===== src/rtl/dsi_pkg.sv =====
`timescale 1ns / 1ps
// dsi_pkg: shared types and character codes for the decimal string to integer block
// no dependencies

package dsi_pkg;

	localparam int OUT_WIDTH           = 64;
	localparam int DEFAULT_VALUE_WIDTH = 64;

	localparam logic [7:0] CHAR_TAB   = 8'h09;
	localparam logic [7:0] CHAR_CR    = 8'h0d;
	localparam logic [7:0] CHAR_SPACE = 8'h20;
	localparam logic [7:0] CHAR_PLUS  = 8'h2b;
	localparam logic [7:0] CHAR_MINUS = 8'h2d;
	localparam logic [7:0] CHAR_ZERO  = 8'h30;
	localparam logic [7:0] CHAR_NINE  = 8'h39;

	// one input beat
	typedef struct packed {
		logic [7:0] text_byte;
		logic       last_byte;
	} beat_t;

endpackage


===== src/rtl/decimal_string_to_int64.sv =====
`timescale 1ns / 1ps
// Decimal text to signed integer converter, one text byte per beat. Leading
// whitespace is skipped, an optional sign is taken, digits accumulate with an
// exact range check on VALUE_WIDTH bits, and the first other byte ends the
// conversion. A result beat follows each byte marked last: the value sign-extended
// to 64 bits (0 on overflow or no digits) and the overflow flag. One byte is
// taken every cycle, but a last byte stalls in the input register while the
// previous result beat waits. From the input register a byte updates the parse
// state and, when marked last, loads the result register that offers the beat.
// The rate is set by the parse state loop, one shift-add and range check per cycle.
// depends on dsi_pkg, dsi_accum

module decimal_string_to_int64 import dsi_pkg::*; #(
	parameter int VALUE_WIDTH = DEFAULT_VALUE_WIDTH
) (
	input  logic                        clk,
	input  logic                        arst_n,
	input  logic                        in_valid,
	output logic                        in_ready,
	input  logic [7:0]                  text_byte,
	input  logic                        last_byte,
	output logic                        out_valid,
	input  logic                        out_ready,
	output logic signed [OUT_WIDTH-1:0] int_value,
	output logic                        overflowed
);

	logic                          valid_s1;
	beat_t                         beat_s1;
	logic                          adv_s1;
	logic signed [VALUE_WIDTH-1:0] res_value;
	logic                          res_overflow;
	logic                          out_valid_q;
	logic signed [OUT_WIDTH-1:0]   int_value_q;
	logic                          overflowed_q;

	assign adv_s1   = valid_s1 && (!beat_s1.last_byte || !out_valid_q || out_ready);
	assign in_ready = !valid_s1 || adv_s1;

	// input register
	always_ff @(posedge clk or negedge arst_n) begin
		if (!arst_n) begin
			valid_s1 <= 1'b0;
		end else if (in_ready) begin
			valid_s1 <= in_valid;
		end
	end

	always_ff @(posedge clk) begin
		if (in_ready && in_valid) begin
			beat_s1.text_byte <= text_byte;
			beat_s1.last_byte <= last_byte;
		end
	end

	dsi_accum #(
		.VALUE_WIDTH(VALUE_WIDTH)
	) u_accum (
		.clk         (clk),
		.arst_n      (arst_n),
		.fire        (adv_s1),
		.beat        (beat_s1),
		.res_value   (res_value),
		.res_overflow(res_overflow)
	);

	// result register
	always_ff @(posedge clk or negedge arst_n) begin
		if (!arst_n) begin
			out_valid_q <= 1'b0;
		end else if (adv_s1 && beat_s1.last_byte) begin
			out_valid_q <= 1'b1;
		end else if (out_ready) begin
			out_valid_q <= 1'b0;
		end
	end

	always_ff @(posedge clk) begin
		if (adv_s1 && beat_s1.last_byte) begin
			int_value_q  <= OUT_WIDTH'(res_value);
			overflowed_q <= res_overflow;
		end
	end

	assign out_valid  = out_valid_q;
	assign int_value  = int_value_q;
	assign overflowed = overflowed_q;

endmodule


===== src/rtl/dsi_accum.sv =====
`timescale 1ns / 1ps
// dsi_accum: parse state and signed times-ten accumulator with range check
// depends on dsi_pkg

module dsi_accum import dsi_pkg::*; #(
	parameter int VALUE_WIDTH = DEFAULT_VALUE_WIDTH
) (
	input  logic                          clk,
	input  logic                          arst_n,
	input  logic                          fire,
	input  beat_t                         beat,
	output logic signed [VALUE_WIDTH-1:0] res_value,
	output logic                          res_overflow
);

	localparam int EXT_WIDTH = VALUE_WIDTH + 5;

	localparam logic [1:0] PH_SPACE  = 2'd0;
	localparam logic [1:0] PH_DIGITS = 2'd1;
	localparam logic [1:0] PH_DONE   = 2'd2;

	logic [1:0]                   phase_q, phase_nxt;
	logic                         neg_q, neg_nxt;
	logic signed [VALUE_WIDTH-1:0] acc_q, acc_nxt;
	logic                         ovf_q, ovf_nxt;

	logic                         is_blank, is_digit, is_sign, take;
	logic [3:0]                   digit;
	logic signed [EXT_WIDTH-1:0]  acc_ext, digit_ext, term, prod;
	logic [EXT_WIDTH-VALUE_WIDTH:0] top_bits;
	logic                         range_bad;

	always_comb begin
		is_blank = ((beat.text_byte >= CHAR_TAB) && (beat.text_byte <= CHAR_CR))
			|| (beat.text_byte == CHAR_SPACE);
		is_digit = (beat.text_byte >= CHAR_ZERO) && (beat.text_byte <= CHAR_NINE);
		is_sign  = (beat.text_byte == CHAR_MINUS) || (beat.text_byte == CHAR_PLUS);
		digit    = 4'(beat.text_byte - CHAR_ZERO);

		// accumulate toward negative after a minus sign
		acc_ext   = EXT_WIDTH'(acc_q);
		digit_ext = {{(EXT_WIDTH-4){1'b0}}, digit};
		term      = neg_q ? -digit_ext : digit_ext;
		prod      = (acc_ext <<< 3) + (acc_ext <<< 1) + term;
		top_bits  = prod[EXT_WIDTH-1:VALUE_WIDTH-1];
		range_bad = !((&top_bits) || !(|top_bits));

		phase_nxt = phase_q;
		neg_nxt   = neg_q;
		acc_nxt   = acc_q;
		ovf_nxt   = ovf_q;
		take      = 1'b0;

		unique case (phase_q)
			PH_SPACE: begin
				if (is_blank) begin
					phase_nxt = PH_SPACE;
				end else if (is_sign) begin
					neg_nxt   = (beat.text_byte == CHAR_MINUS);
					phase_nxt = PH_DIGITS;
				end else if (is_digit) begin
					phase_nxt = PH_DIGITS;
					take      = 1'b1;
				end else begin
					phase_nxt = PH_DONE;
				end
			end
			PH_DIGITS: begin
				if (is_digit) begin
					take = 1'b1;
				end else begin
					phase_nxt = PH_DONE;
				end
			end
			default: begin
				phase_nxt = phase_q;
			end
		endcase

		if (take) begin
			if (range_bad) begin
				ovf_nxt   = 1'b1;
				acc_nxt   = '0;
				phase_nxt = PH_DONE;
			end else begin
				acc_nxt = prod[VALUE_WIDTH-1:0];
			end
		end

		res_value    = acc_nxt;
		res_overflow = ovf_nxt;
	end

	always_ff @(posedge clk or negedge arst_n) begin
		if (!arst_n) begin
			phase_q <= PH_SPACE;
			neg_q   <= 1'b0;
			acc_q   <= '0;
			ovf_q   <= 1'b0;
		end else if (fire) begin
			if (beat.last_byte) begin
				phase_q <= PH_SPACE;
				neg_q   <= 1'b0;
				acc_q   <= '0;
				ovf_q   <= 1'b0;
			end else begin
				phase_q <= phase_nxt;
				neg_q   <= neg_nxt;
				acc_q   <= acc_nxt;
				ovf_q   <= ovf_nxt;
			end
		end
	end

endmodule


===== config.mk =====
export PLATFORM = sky130hd
export DESIGN_NAME = decimal_string_to_int64
export DESIGN_NICKNAME = d
export VERILOG_FILES = /design/src/rtl/dsi_pkg.sv /design/src/rtl/decimal_string_to_int64.sv /design/src/rtl/dsi_accum.sv
export SDC_FILE = /design/constraint.sdc
export NUM_CORES = 1
export LEC_CHECK = 0
export BUFFER_PORTS_ARGS = -buffer_cell sky130_fd_sc_hd__buf_2
export CELL_PAD_IN_SITES_DETAIL_PLACEMENT = 0
export CELL_PAD_IN_SITES_GLOBAL_PLACEMENT = 1
export CORE_MARGIN = 8
export CORE_UTILIZATION = 48
export CTS_CLUSTER_SIZE = 12
export DETAILED_ROUTE_END_ITERATION = 16
export MAX_ROUTING_LAYER = met4
export PLACE_DENSITY_LB_ADDON = 0.1
export SLEW_MARGIN = 20
export SYNTH_ARGS = -nofsm -noshare
export SYNTH_HDL_FRONTEND = slang
export SYNTH_SLANG_ARGS = --single-unit

===== constraint.sdc =====
create_clock -name clk -period 8.05 [get_ports clk]
set_input_delay 0.805 -clock clk [delete_from_list [all_inputs] [get_ports clk]]
set_output_delay 0.805 -clock clk [all_outputs]
set_load 0.03 [all_outputs]

==> reports/results.tsv, run 1 <==
metric	value	unit
antenna_left	0	
yosysTopAreaCellShare	0.160	
synth_async_sr_flop_share	0.486	
core	28600	um2
fin_nets	1824	
tightestPinTransition	0.976	ns
path_depth	28	
yosys_warnings	0	
first_global_vias	11900	
grt_use_total	0.237	
wl_met2	17700	um
final_hold_viol_count	0	
p_leak	6.88	nW
rsz0062_at_grt	no	
min_path_type	primary input to async pin	
wl_met3	1400	um
seq_area_frac_synth	0.286	
fin_ws	0.393	ns
cp_slowest_cell	o41ai_1	
gp_congestion	0.917	
setup_viol	0	
drc_errors	0	
crit_buf_inv	3	
dp_slack	0.351	ns
fin_crit_sh	0.951	
routed.top_layer	met4	
syn_to_final_growth	8.87	%
cap_violations	0	
max-vdd-ir-drop	0.102	mV
firstDrtPassIters	5	
r2r-end	int_value[26]	
critPathKind	register to register	
ios	80	
status	finished clean	
cts_tree	done	
wirelength	39300	um
cts_root_buf	clkbuf_16	
r2r-start	u_accum.acc_q[0]	
num_vias	12300	
crit_required	8.21	ns
fillers	2696	
clk_path_buf_depth	2	
clk_latency	0.45	ns
synth_area_leader_cell	edfxtp_1	
critPathMaxStageDelay	0.52	ns
synth_cells	1640	
syn_avg_cell_area	8.48	um2
dieArea	34700	um2
fin_area	15100	um2
vias_per_cell	5.92	
fmax	131	MHz
synth_edf_count	74	
initial_utilization	0.486	
setup_tns	0	ns
die_h	186	um
min_period	7.66	ns
synthTopCellsByCount	nand2_1, a21oi_1, ha_1, o21ai_0, a21o_1	
drtIter0Drc	822	
io_buffers	79	
yosysUniqueCellTypes	80	
cts_sinks	144	
path_clk_slew	0.08	ns
reg2reg_depth	28	
synth_area_leaders	edfxtp_1, dfrtp_1, ha_1, nand2_1, a21oi_1	
pwr_density_cell	113	nW/um2
end_kind	register	
num_rows	62	
wl_per_cell	19.0	um
grt_pass1_wl	64000	um
slew_headroom	0.349	
seq_area	3970	um2
path_delay_family	compound AO/OA/AOI/OAI gates	
synthFlopType	edfxtp_1	
skew	0.0152	ns
cts_setup_buffers	0	
gr-total-overflow	0	
final_layout_size_suffix_gt1_frac	0.107	
cp_data_arrival_time	7.82	ns
dpl-instance-area	14600	um2
worstPathMaxFanout	34	
htree_levels	4	
cp-start-kind	register	
hpwl	29400	um
dieWidth	186	um
grt_max_degree	71	
antenna_found_initial	0	
multi_input_area	9410	um2
cts_buffers	17	
synth.most_common_cell	nand2_1	
slew_violations	0	
syn_area	13900	um2
synth_nets	1789	
ff2ff_setup_slack	0.39	ns
insertedDiodeCount	0	
ys_seq_elements	144	
wl_met1	19300	um
[power by group]
group,total [mW],switching [mW],internal (mW)
sequential,0.804,0.00956,0.795
clock,0.784,0.378,0.405
combinational,0.126,0.0975,0.0284
[stage by stage]
stage                     std cells  power [mW]  hold WS [ns]   util
after detailed placement       2039       0.946         0.501  0.509
final                          2072        1.71         0.321  0.529
after CTS                      2071        1.73         0.519  0.528
after global routing           2072        1.77         0.351  0.529
after global placement         2039       0.944         0.482  0.509
after floorplan                1640       0.901         0.464      -
[routing by layer]
layer / track usage / up-vias
li1: - / 6147
met1: 0.320 / 5827
met5: - / -
met2: 0.366 / 239
met4: 0.0692 / 0
met3: 0.0317 / 48
[placed cells by master, fill, tap and decap left out, types with 12 or more instances in the layout]
cell type	count
nand3_1	35
o21ai_1	39
nand2_1	254
a21o_1	79
buf_2	78
o31ai_4	28
a21oi_1	147
and3_1	12
nor3_1	23
o21ai_0	110
xor2_1	47
clkbuf_16	17
xnor2_1	72
dfrtp_1	70
o21bai_1	30
ha_1	134
nand2b_1	18
o31ai_1	37
inv_1	48
nand4_1	37
a31oi_1	17
o21a_1	22
nor2_1	72
edfxtp_1	74
[area by class of cell]
type / count / area share
inverter: 49 / 0.0121
sequential: 144 / 0.262
tap: 384 / 0.0317
clock buffer: 18 / 0.0283
clock inverter: 14 / 0.00843
multi-input combinational: 1371 / 0.622
timing repair buffer: 92 / 0.0352
[how the worst max path moves through the flow]
stage / start / endpoint / slack (ns)
4_1_cts: u_accum.acc_q[0] / u_accum.acc_q[4] / 0.23
6_report: u_accum.acc_q[0] / int_value[26] / 0.39
2_1_floorplan: u_accum.acc_q[11] / overflowed / 1.83
5_1_grt: u_accum.acc_q[0] / u_accum.acc_q[2] / 0.03
3_5_place_dp: u_accum.acc_q[0] / u_accum.acc_q[4] / 0.35
3_3_place_gp: u_accum.acc_q[0] / u_accum.acc_q[50] / 0.34
[flip-flops by register name (all words and copies together) (netlist names), 2 cells and up]
name,cells
u_accum.phase_q,2
int_value,64
u_accum.acc_q,64
beat_s1,9
[repair_timing]
item,in CTS,in global routing
hold endpoints to repair,0,0
setup endpoints to repair,0,118
hold buffers,0,0
resized for setup,0,2
[kinds of logic after synthesis]
logic type      share of synthesized area
buf+inv                            0.0399
simple gates                        0.177
compound gates                      0.298
fa+ha+maj                           0.123
flops                               0.286
xor+xnor                           0.0749
mux                              0.000810
Note: power is estimated with default switching activity, not from simulation.
==> run 2: changes to the inputs <==
--- a/config.mk
+++ b/config.mk
@@ -5,11 +5,12 @@
 export SDC_FILE = /design/constraint.sdc
 export NUM_CORES = 1
 export LEC_CHECK = 0
+export ABC_AREA = 1
 export BUFFER_PORTS_ARGS = -buffer_cell sky130_fd_sc_hd__buf_2
 export CELL_PAD_IN_SITES_DETAIL_PLACEMENT = 0
 export CELL_PAD_IN_SITES_GLOBAL_PLACEMENT = 1
 export CORE_MARGIN = 8
-export CORE_UTILIZATION = 48
+export CORE_UTILIZATION = 45
 export CTS_CLUSTER_SIZE = 12
 export DETAILED_ROUTE_END_ITERATION = 16
 export MAX_ROUTING_LAYER = met4
==> reports/results.tsv, run 2 <==
metric	value	unit	change
status	finished clean		unchanged
r2r-start	u_accum.acc_q[2]		was u_accum.acc_q[0]
wl_per_cell	19.1	um	was 19.0 um
yosysUniqueCellTypes	53		was 80
power.total	1.83	mW	was 1.71 mW
synth_area_leaders	nand2_1, edfxtp_1, dfrtp_1, ha_1, inv_1		was edfxtp_1, dfrtp_1, ha_1, nand2_1, a21oi_1
synthTopCellsByCount	nand2_1, inv_1, nor2_1, a21oi_1, nand2_2		was nand2_1, a21oi_1, ha_1, o21ai_0, a21o_1
yosys.area_share.xor_xnor	0.0424		was 0.0749
gr-total-overflow	0		unchanged
antenna_left	0		unchanged
cts_buffers	17		unchanged
yosys.area_share.simple	0.358		was 0.177
worstPathMaxFanout	63		was 34
synth_async_sr_flop_share	0.486		unchanged
synthFlopType	edfxtp_1		unchanged
synth_nets	2630		was 1789
seq_area_frac_synth	0.250		was 0.286
max-vdd-ir-drop	0.142	mV	was 0.102 mV
cp_slowest_cell	o21bai_1		was o41ai_1
fin_hold_ws	0.284	ns	was 0.321 ns
clk_latency	0.46	ns	was 0.45 ns
grt_use_total	0.285		was 0.237
slew_headroom	0.277		was 0.349
io_buffers	79		unchanged
slew_violations	0		unchanged
critPathMaxStageDelay	0.51	ns	was 0.52 ns
min_period	6.40	ns	was 7.66 ns
hpwl	46800	um	was 29400 um
r2r-end	u_accum.acc_q[54]		was int_value[26]
firstDrtPassIters	5		unchanged
fin_crit_sh	0.795		was 0.951
ios	80		unchanged
setup_viol	0		unchanged
cp_common_cell	nand2_1		
end_kind	register		unchanged
dieWidth	204	um	was 186 um
cts_sinks	144		unchanged
synth_edf_count	74		unchanged
synth.most_common_cell	nand2_1		unchanged
syn_to_final_growth	8.87	%	about the same
fin_nets	2701		was 1824
ff2ff_setup_slack	1.65	ns	was 0.39 ns
cts_root_buf	clkbuf_16		unchanged
htree_levels	4		unchanged
drc_errors	0		unchanged
syn_area	15900	um2	was 13900 um2
synth_cells	2481		was 1640
vias_per_cell	5.36		was 5.92
synthAdderAreaFrac	0.108		was 0.123
grt_pass1_wl	88700	um	was 64000 um
yosys_warnings	0		unchanged
drtIter0Drc	1229		was 822
placed_cells	2994		was 2039
rsz0062_at_grt	no		unchanged
mostFrequentLayoutCell	nand2_1		unchanged
layout_common_cells	nand2_1, inv_1, nor2_1		was nand2_1, a21oi_1, ha_1
cts_hold_buf	0		unchanged
antenna_found_initial	1		was 0
final_hold_viol_count	0		unchanged
grt_max_degree	67		was 71
tightestPinTransition	1.08	ns	was 0.976 ns
pwr_density_cell	106	nW/um2	was 113 nW/um2
min_path_type	primary input to async pin		unchanged
fmax	156	MHz	was 131 MHz
finalNonFillerCells	3027		was 2072
num_rows	69		was 62
path_clk_slew	0.07	ns	was 0.08 ns
cts_setup_buffers	0		unchanged
ys_seq_elements	144		unchanged
final_layout_size_suffix_gt1_frac	0.117		was 0.107
cp-start-kind	register		unchanged
gp_congestion	0.975		was 0.917
cap_violations	0		unchanged
synthMuxAreaShare	0		was 0.000810
synth_top_family_by_area	simple AND/OR/NAND/NOR gates		was compound AO/OA/AOI/OAI gates
skew	0.0157	ns	was 0.0152 ns
core	35200	um2	was 28600 um2
dieArea	41600	um2	was 34700 um2
synth_compound_area_frac	0.148		was 0.298
syn_avg_cell_area	6.41	um2	was 8.48 um2
cts_resized	0		unchanged
post-route-util	0.492		was 0.529
wirelength	57900	um	was 39300 um
reg2reg_depth	30		was 28
cp_data_arrival_time	6.79	ns	was 7.82 ns
num_vias	16200		was 12.3k
clk_path_buf_depth	2		unchanged
yosysTopAreaCellShare	0.187		was 0.160
initial_utilization	0.452		was 0.486
cts_tree	done		unchanged
critPathKind	register to register		unchanged
p_leak	9.04	nW	was 6.88 nW
first_global_vias	15400		was 11.9k
synth_area_leader_cell	nand2_1		was edfxtp_1
setup_tns	0	ns	unchanged
crit_required	8.44	ns	was 8.21 ns
die_h	204	um	was 186 um
[run 2: cell types whose count changed after synthesis, moves of 37 or more]
cell and delta:
a21o_1 -64, a21oi_1 +51, inv_1 +271, nand2_1 +540, nand2_2 +135, nor2_1 +191
o31ai_1 -37, xnor2_1 -46
[run 2: area by class of cell]
cell class | count | area [um2]
timing repair buffer | 87 | 458
tap | 461 | 577
clock inverter | 13 | 166
fill | 3767 | 17900
clock buffer | 19 | 443
multi-input combinational | 1971 | 10500
antenna | 1 | 2.50
inverter | 331 | 1240
sequential | 144 | 3970
[run 2: power by group]
part	switching, mW	total, mW	internal [mW]	leakage [nW]
Clock	0.373	0.851	0.478	0.301
Combinational	0.137	0.173	0.0365	7.05
Sequential	0.00952	0.806	0.797	1.69
Total	0.520	1.83	1.31	9.04
[run 2: worst max-delay path by stage]
| stage | from | to |
|---|---|---|
| after floorplan | u_accum.acc_q[0] | int_value[12] |
| after global placement | u_accum.acc_q[2] | u_accum.acc_q[2] |
| after detailed placement | u_accum.acc_q[2] | u_accum.acc_q[2] |
| after CTS | u_accum.acc_q[2] | u_accum.acc_q[2] |
| after global routing | u_accum.acc_q[2] | u_accum.acc_q[54] |
| final | u_accum.acc_q[2] | u_accum.acc_q[54] |
[run 2: per-stage QoR]
step	setup slack, ns	cell area, um2
after floorplan	3.55	15900
after global placement	1.94	16700
after detailed placement	1.79	16700
after CTS	1.76	17300
after global routing	1.17	17300
final	1.65	17300
[run 2: cells by family (layout without fill, tap and decap cells)]
kind of cell / count (synthesis) / in the layout
adder cells (fa/ha/maj): 136 / 136
AO/OA/AOI/OAI: 424 / 424
buffers and inverters: 366 / 450
flip-flops: 144 / 144
XOR/XNOR: 77 / 77
AND/OR/NAND/NOR: 1334 / 1334
other: 0 / 1
[run 2: per-layer routing]
layer | routed length (um) | vias to the layer above | share of wire | global-route usage
met5 | 0 | - | 0 | -
met3 | 4020 | 46 | 0.069 | 0.0564
li1 | - | 8135 | - | -
met1 | 29000 | 7566 | 0.50 | 0.409
met2 | 24200 | 489 | 0.42 | 0.412
met4 | 717 | 0 | 0.012 | 0.0568
[run 2: critical path: cells and delay by family (launching register included)]
kind	cells	cell delay (ns)
AOI/OAI and AO/OA	10	2.81
adders and majority gates	3	0.96
buffers and inverters	2	0.12
DFF	1	0.43
and+or+nand+nor	15	1.97
==> run 3: changes to the inputs <==
--- a/config.mk
+++ b/config.mk
@@ -5,12 +5,12 @@
 export SDC_FILE = /design/constraint.sdc
 export NUM_CORES = 1
 export LEC_CHECK = 0
-export ABC_AREA = 1
+export ABC_AREA = 0
 export BUFFER_PORTS_ARGS = -buffer_cell sky130_fd_sc_hd__buf_2
 export CELL_PAD_IN_SITES_DETAIL_PLACEMENT = 0
 export CELL_PAD_IN_SITES_GLOBAL_PLACEMENT = 1
 export CORE_MARGIN = 8
-export CORE_UTILIZATION = 45
+export CORE_UTILIZATION = 48
 export CTS_CLUSTER_SIZE = 12
 export DETAILED_ROUTE_END_ITERATION = 16
 export MAX_ROUTING_LAYER = met4
==> constraint.sdc (replaced) <==
create_clock -name clk -period 6.5 [get_ports clk]
set_input_delay 0.65 -clock clk [delete_from_list [all_inputs] [get_ports clk]]
set_output_delay 0.65 -clock clk [all_outputs]
set_load 0.03 [all_outputs]
==> reports/results.tsv, run 3 (synthesis results as in run 1) <==
metric	value	unit	change
crit_required	6.87	ns	was 8.44 ns
status	finished clean		unchanged
slew_violations	0		unchanged
grt_pass1_wl	69800	um	was 88700 um
drtIter0Drc	749		was 1229
cts_root_buf	clkbuf_16		unchanged
setup_viol	0		unchanged
pwr-share-clk	0.456		was 0.465
final_hold_viol_count	0		unchanged
firstDrtPassIters	5		unchanged
antenna_found_initial	0		was 1
worstPathMaxFanout	6		was 63
tightestPinTransition	0.972	ns	was 1.08 ns
first_global_vias	13200		was 15.4k
rsz0062_at_grt	yes		was no
finalNonFillerCells	2346		was 3027
layout_common_cells	buf_4, nand2_1, a21oi_1, ha_1, o21ai_0		was nand2_1, inv_1, nor2_1
ff2ff_setup_slack	0.11	ns	was 1.65 ns
power_switching	591	uW	was 520 uW
r2r-start	u_accum.acc_q[2]		unchanged
syn_to_final_growth	29.3	%	was 8.87%
endpoint	u_accum.acc_q[27]		was u_accum.acc_q[54]
cts_hold_buf	0		unchanged
dieArea	34700	um2	was 41600 um2
fillers	2506		was 3767
min_path_type	primary input to async pin		unchanged
num_vias	13600		was 16.2k
final_layout_size_suffix_gt1_frac	0.284		was 0.117
clk_latency	0.47	ns	was 0.46 ns
cap_violations	0		unchanged
antenna_left	0		unchanged
p_leak	8.57	nW	was 9.04 nW
reg2reg_depth	31		was 30
io_buffers	79		unchanged
cp_data_arrival_time	6.75	ns	was 6.79 ns
grt_use_total	0.262		was 0.285
end_kind	register		unchanged
min_period	6.39	ns	was 6.40 ns
fin_crit_sh	0.982		was 0.795
initial_utilization	0.486		was 0.452
mostFrequentLayoutCell	buf_4		was nand2_1
dieWidth	186	um	was 204 um
vias_per_cell	5.79		was 5.36
crit_start	u_accum.acc_q[2]		unchanged
insertedDiodeCount	0		was 1
ios	80		unchanged
core	28600	um2	was 35200 um2
cts_sinks	144		unchanged
slew_headroom	0.352		was 0.277
die_h	186	um	was 204 um
setup_tns	0	ns	unchanged
cts_buffers	17		unchanged
fmax	157	MHz	was 156 MHz
wl_per_cell	19.1	um	about the same
gp_congestion	0.924		was 0.975
drc_errors	0		unchanged
hpwl	33100	um	was 46800 um
critPathKind	register to register		unchanged
power.total	2.16	mW	was 1.83 mW
fin_nets	2098		was 2701
htree_levels	4		unchanged
max-vdd-ir-drop	0.183	mV	was 0.142 mV
critPathMaxStageDelay	0.54	ns	was 0.51 ns
skew	0.0169	ns	was 0.0157 ns
cp_common_cell	o31ai_4		was nand2_1
cts_tree	done		unchanged
cp_slowest_cell	or4_4		was o21bai_1
dp_slack	-0.571	ns	was 1.79 ns
wirelength	44900	um	was 57900 um
grt_max_degree	71		was 67
seqPwrFrac	0.460		was 0.440
pwr_density_cell	120	nW/um2	was 106 nW/um2
combPwrFrac	0.083		was 0.095
fin_ws	0.114	ns	was 1.65 ns
p_int	1.57	mW	was 1.31 mW
gr-total-overflow	0		unchanged
num_rows	62		was 69
swShare	0.273		was 0.284
path_clk_slew	0.07	ns	about the same
r2r-end	u_accum.acc_q[27]		was u_accum.acc_q[54]
clk_path_buf_depth	2		unchanged
cp-start-kind	register		unchanged
placed_cells	2285		was 2994
## run 3: cell types whose count changed in the layout (fill, tap and decap cells not counted), sizes merged, moves of 19 or more
cell / previous run / this run
a21o: 15 / 79
a21oi: 200 / 149
buf: 87 / 364
inv: 337 / 52
nand2: 933 / 254
nand2b: 0 / 19
nand3: 66 / 36
nand4: 9 / 38
nor2: 275 / 73
o21ai: 124 / 150
o31ai: 0 / 66
xnor2: 26 / 72
## run 3: power by group through the flow
stage                     logic [mW]  clock network (mW)  registers, mW
after floorplan               0.0670                   0           1.05
after global placement         0.163                   0           1.01
after detailed placement       0.165                   0           1.01
after CTS                      0.175                1.00          0.997
after global routing           0.193                1.03          0.999
final                          0.181               0.987          0.997
## run 3: layout make-up
type                            instances  area (um2)  area share
Clock buffer                           22         454      0.0253
Clock inverter                         10         106     0.00591
Inverter                               49         184      0.0102
Multi-Input combinational cell       1372       10100       0.561
Sequential cell                       144        3970       0.221
Tap cell                              384         480      0.0267
Timing Repair Buffer                  365        2690       0.149
## run 3: how the worst min path moves through the flow
stage,to,start,cells past startpoint,slack (ns)
final,u_accum.acc_q[16],arst_n,1,0.23
after global routing,u_accum.acc_q[16],arst_n,1,0.29
after CTS,beat_s1[0],last_byte,1,0.34
after detailed placement,u_accum.ovf_q,u_accum.ovf_q,2,0.49
after global placement,u_accum.ovf_q,u_accum.ovf_q,2,0.49
after floorplan,out_valid,arst_n,0,0.35
## run 3: timing repair
action | CTS | global route
gates resized for setup | 67 | 95
endpoints found under the setup margin | 132 | 132
endpoints found under the hold margin | 0 | 0
buffers inserted | 15 | 12
pin swaps | 39 | 60
gates cloned | 2 | 3
## run 3: worst max-delay path: cells and delay by family (launching register included)
family / cells / cell delay (ns)
AOI/OAI and AO/OA: 12 / 2.12
xor gates and xnor gates: 2 / 0.35
adders and majority gates: 3 / 0.80
buffers and inverters: 6 / 0.82
DFF: 1 / 0.36
and+or+nand+nor: 8 / 1.82
## run 3: metal layers
metal | part of all wire | wire [um] | track usage
met2 | 0.47 | 21300 | 0.421
met5 | 0 | 0 | -
met4 | 0.023 | 1040 | 0.0880
met3 | 0.042 | 1890 | 0.0367
met1 | 0.46 | 20700 | 0.335
## run 3: metrics by stage
stage	util	cell area, um2	hold slack, ns
floorplan	-	13900	0.354
global placement	0.574	16400	0.491
detailed placement	0.574	16400	0.494
CTS	0.610	17500	0.344
global route	0.628	18000	0.285
finish	0.628	18000	0.235
